<file path="config.mk">
export PLATFORM = sky130hd
export DESIGN_NAME = fbf_sqrt_stage
export DESIGN_NICKNAME = d
export VERILOG_FILES = /design/src/rtl/core/fbf_sqrt_stage.sv
export SDC_FILE = /design/constraint.sdc
export NUM_CORES = 1
export LEC_CHECK = 0
export ABC_AREA = 1
export BUFFER_PORTS_ARGS = -buffer_cell sky130_fd_sc_hd__buf_2
export CORE_ASPECT_RATIO = 1.25
export CORE_MARGIN = 8
export CORE_UTILIZATION = 40
export CTS_CLUSTER_SIZE = 14
export DETAILED_ROUTE_END_ITERATION = 8
export SLEW_MARGIN = 0
export SYNTH_ARGS = -nofsm -noshare
export SYNTH_HDL_FRONTEND = slang
export SYNTH_SLANG_ARGS = --single-unit
</file>
<file path="constraint.sdc">
create_clock -name clk -period 3.1 [get_ports clk]
set_input_delay 0.465 -clock clk [delete_from_list [all_inputs] [get_ports clk]]
set_output_delay 0.465 -clock clk [all_outputs]
set_load 0.01 [all_outputs]
</file>
<file path="src/rtl/core/fbf_sqrt_stage.sv">
// One restoring square-root step (one root bit) for one radicand, registered.
`timescale 1ns / 1ps
`default_nettype none
module fbf_sqrt_stage #(
  parameter int RW = 66,
  parameter int QW = 33,
  parameter int BIT = 0
) (
  input  wire logic          clk,
  input  wire logic          en,
  input  wire logic [RW-1:0] rem_in,
  input  wire logic [QW-1:0] root_in,
  output logic      [RW-1:0] rem_out,
  output logic      [QW-1:0] root_out
);
  // restoring form: trial = (2*root + 2^BIT) << BIT, compared against the remainder
  logic [RW+1:0] trial;
  logic [RW+1:0] rem_ext;
  always_comb begin
    trial   = ({{(RW+2-QW){1'b0}}, root_in} << (BIT+1)) | ((RW+2)'(1) << (2*BIT));
    rem_ext = {2'b00, rem_in};
  end
  always_ff @(posedge clk) begin
    if (en) begin
      if (trial <= rem_ext) begin
        rem_out  <= RW'(rem_ext - trial);
        root_out <= root_in | (QW'(1) << BIT);
      end else begin
        rem_out  <= rem_in;
        root_out <= root_in;
      end
    end
  end
endmodule
`default_nettype wire

</file>
-- Word level (Yosys, flattened, before mapping)
Index checks and enable logic that the tools add are counted.
- $add $sub $neg: 1
- magnitude comparators: 1
- mux-type cells: 1
- operators with widths (cell ; number):
    $le 34x66->1 ; 1
    $mux 66 ; 1
    $sub 66x34->66 ; 1
- bits in registers: 99
- input port bits: 101
- output and inout port bits: 99
- logic and storage cells: 6

-- Logic depth before layout (Yosys ltp)
- depth after elaboration: 2
- mapped depth: 17
- depth with buffers taken out: 16

-- Least setup slack after synthesis
No wires, ideal clock.
- path type: in2reg
- from: in root_in[20]
- to: reg rem_out[10], data pin
- setup time: 265 ps
- data arrival time: 2011 ps
- data required time: 2835 ps
- slack: 824 ps
- cell stages on the path: 11
- path buffers: 1
- cells stage by stage: inv_1 ha_1 a21oi_1 o21ai_0 a21oi_1 nor2_1 nor2_1 nand3_4 inv_2 clkbuf_1 o21ai_0
- longest elaborated chain between the ends: 2
- RTL lines (item ; line ; text):
    start: declaration ; 12 ; input wire logic [QW-1:0] root_in,
    $le 34x66->1 ; 25 ; if (trial <= rem_ext) begin
    $mux 66 ; 25 ;
    end signal: assignment ; 26 ; rem_out <= RW'(rem_ext - trial);
    end signal: assignment ; 29 ; rem_out <= rem_in;
    end: declaration ; 13 ; output logic [RW-1:0] rem_out,
No other way between the ends.
A chain may end at the register's enable or synchronous reset.

-- Worst setup path after layout
- from: in rem_in[33]
- to: reg rem_out[7], data pin
- longest elaborated chain between the ends: 2
- RTL lines (item ; line ; text):
    start: declaration ; 11 ; input wire logic [RW-1:0] rem_in,
    $le 34x66->1 ; 25 ;
    $mux 66 ; 25 ;
No other way between the ends.

==> flow_summary_export.csv <==
group,metric,value,unit
timing,tns,0,ns
clock_network,cts_buffer_depth,2,
timing,period_minus_slack,2.48,ns
final_layout,nNetsFinal,1423,
detailed_routing,num_vias,7657,
floorplan,start_util,40.7,%
min_path,hold_class,"input pin to flip-flop",
floorplan,fp-row-count,56,
yosys,synth.distinct_cells,35,
detailed_routing,drt-initial-drc-count,577,
job,maxCapViolCount,0,
critical_path,critPathMaxFanout,51,
outcome,status,"finished clean",
clock_network,cts.sinks,99,
critical_path,cp-start-kind,"input pin",
floorplan,io_pins,200,
yosys,syn_area_per_cell,7.09,µm²
critical_path,crit_required,3.20,ns
timing,period_share,80.0,%
clock_network,numCtsBuffers,9,
critical_path,cp.arrival,2.58,ns
final_layout,area_growth,21.5,%
detailed_routing,antenna_left,0,
critical_path,end_kind,"flip-flop",
timing,relSlewSlack,62.4,%
detailed_routing,wl,27.0,mm
power_and_ir_drop,total_power,3.95,mW
detailed_routing,viasPerCell,5.02,
clock_network,cts-resized-gates,0,
yosys,synth_nets,1209,
detailed_routing,firstDrtPassIters,8,
global_routing,grt_max_degree,63,
final_layout,n_antenna_cell,0,
global_routing,grt_pass1_wl,41.6,mm
clock_network,cts_tree,"built",
final_layout,layout-drive-gt1-share,19.2,%
timing,fmax,0.403,GHz
global_routing,grt_use_total,22.6,%
placement,place_hpwl,22.8,mm
placement,gp_congestion,0.947,
detailed_routing,wire_per_inst,17.7,µm
critical_path,path_cells,"buf_2, ha_1, a21oi_1, o21ai_0, a21oi_1, inv_1, nor2_1, nand3_4, inv_2, buf_12, o21ai_0",
critical_path,path_class,"input pin to flip-flop",
final_layout,layout_common_cells,"345 x nand2_1, 198 x buf_2, 169 x inv_1, 132 x nor2_1, 99 x edfxtp_1",
clock_network,cts_root_buf,"clkbuf_16",
floorplan,die_w,139,µm
placement,port_buffers,199,
timing,finalSetupViolCount,0,
global_routing,antenna_found_initial,1,
power_and_ir_drop,p_per_area,427,mW/mm²
timing,finalHoldViolCount,0,
clock_network,hold_buffers,0,
timing,worstMarginPinSlew,0.559,ns
yosys,yosys_warnings,0,
yosys,postSynthCellCount,1073,
floorplan,core_area,0.0187,mm²
clock_network,path_clk_slew,0.08,ns
detailed_routing,drc,0,
floorplan,dieArea,0.0237,mm²
critical_path,cp_slowest_cell,"ha_1",
power_and_ir_drop,ir_drop,0.000232,V
yosys,synth_seq_cells,99,
final_layout,final_common_cell,"nand2_1",
global_routing,grt_pass1_vias,7703,
critical_path,worst_path_largest_cell_delay,0.40,ns
clock_network,cts.htree.levels,3,
yosys,yosysSeqAreaShare,39.1,%
floorplan,die_h,170,µm
clock_network,cts_setup_buffers,0,
timing,maxSlewViolCount,0,
global_routing,grt.overflow.total,0,
timing,grt_setup_unrepaired,"false",
power_and_ir_drop,p_leak,4.26,nW
yosys,synth_area,0.00761,mm²
routing by layer:
metal | vias to the layer above | global-route usage [%] | share of wire (%)
li1 | 3879 | - | -
met1 | 3513 | 26.0 | 42
met3 | 33 | 4.60 | 5.7
met4 | 2 | 6.84 | 2.0
met5 | - | 0 | 0.037
met2 | 230 | 41.3 | 51
synthesized netlist by cell type:
cell type	instances	area, µm²
nor3_2	1	10.0
nand3_2	1	10.0
a21boi_0	3	22.5
nor2_1	132	495
o21ai_0	43	215
clkbuf_1	1	3.75
xnor2_1	28	245
o21bai_1	3	22.5
a21oi_2	6	52.6
nor2b_1	3	18.8
nand3_1	40	200
xor2_1	4	35.0
nor2_4	1	11.3
edfxtp_1	99	2970
buf_6	7	78.8
nor3_1	18	90.1
inv_2	4	15.0
nand4_1	13	81.3
clkbuf_2	1	5.00
nand2_2	2	12.5
or2_2	1	6.26
fa_1	1	20.0
a21oi_1	67	335
nand3b_1	13	97.6
nand2_1	345	1290
nor2_2	3	18.8
o21ai_1	16	80.1
and3_1	1	6.26
nand3_4	1	17.5
inv_1	169	634
nor4_1	5	31.3
o211ai_1	2	15.0
buf_2	1	5.00
and2_1	4	25.0
ha_1	34	425
stage by stage:
stage               utilization (%)  hold WS, ns  setup WS, ns  std cells  instance area, µm²
floorplan                         -        0.564         0.824       1073                7610
global placement               47.8        0.656         0.266       1508                8950
detailed placement             47.8        0.658         0.240       1508                8950
CTS                            49.4        0.283         0.615       1524                9250
global route                   49.4        0.277         0.453       1524                9250
finish                         49.4        0.287         0.620       1524                9250
power by group:
part	internal, mW	switching [mW]
Combinational	0.386	0.675
Clock	0.632	0.567
Sequential	1.65	0.0333
kinds of logic (layout without fill, tap and decap cells):
logic type      Yosys count  after routing  synth area share (%)
compound gates          140            140                  9.76
xor+xnor                 32             32                  3.68
fa+ha+maj                35             35                  5.85
buf+inv                 183            402                  9.75
flops                    99             99                  39.1
simple gates            584            584                  31.9
final timing paths:
kind	startpoint	to	slack, ns	cells past startpoint
setup / recovery	rem_in[33]	rem_out[7]	0.62	11
hold / removal	root_in[1]	root_out[1]	0.29	1
registers in the layout (all words and copies together), names as in the netlist:
name and cells:
root_out 33, rem_out 66
critical path, delay by kind of cell:
| family | cells | cell delay [ns] |
|---|---|---|
| adder cells (fa/ha/maj) | 1 | 0.40 |
| AO/OA/AOI/OAI | 4 | 0.79 |
| buffers and inverters | 4 | 0.54 |
| AND/OR/NAND/NOR | 2 | 0.35 |
final cells by class:
type,instances,area [µm²]
multi-input cells,791,3900
clock inverters,7,72.6
inverters,173,649
flip-flops and latches,99,2970
well taps,232,290
fillers,1991,9460
repair buffers,213,1140
clock buffers,9,225
Power figures use the tool's default switching activity.
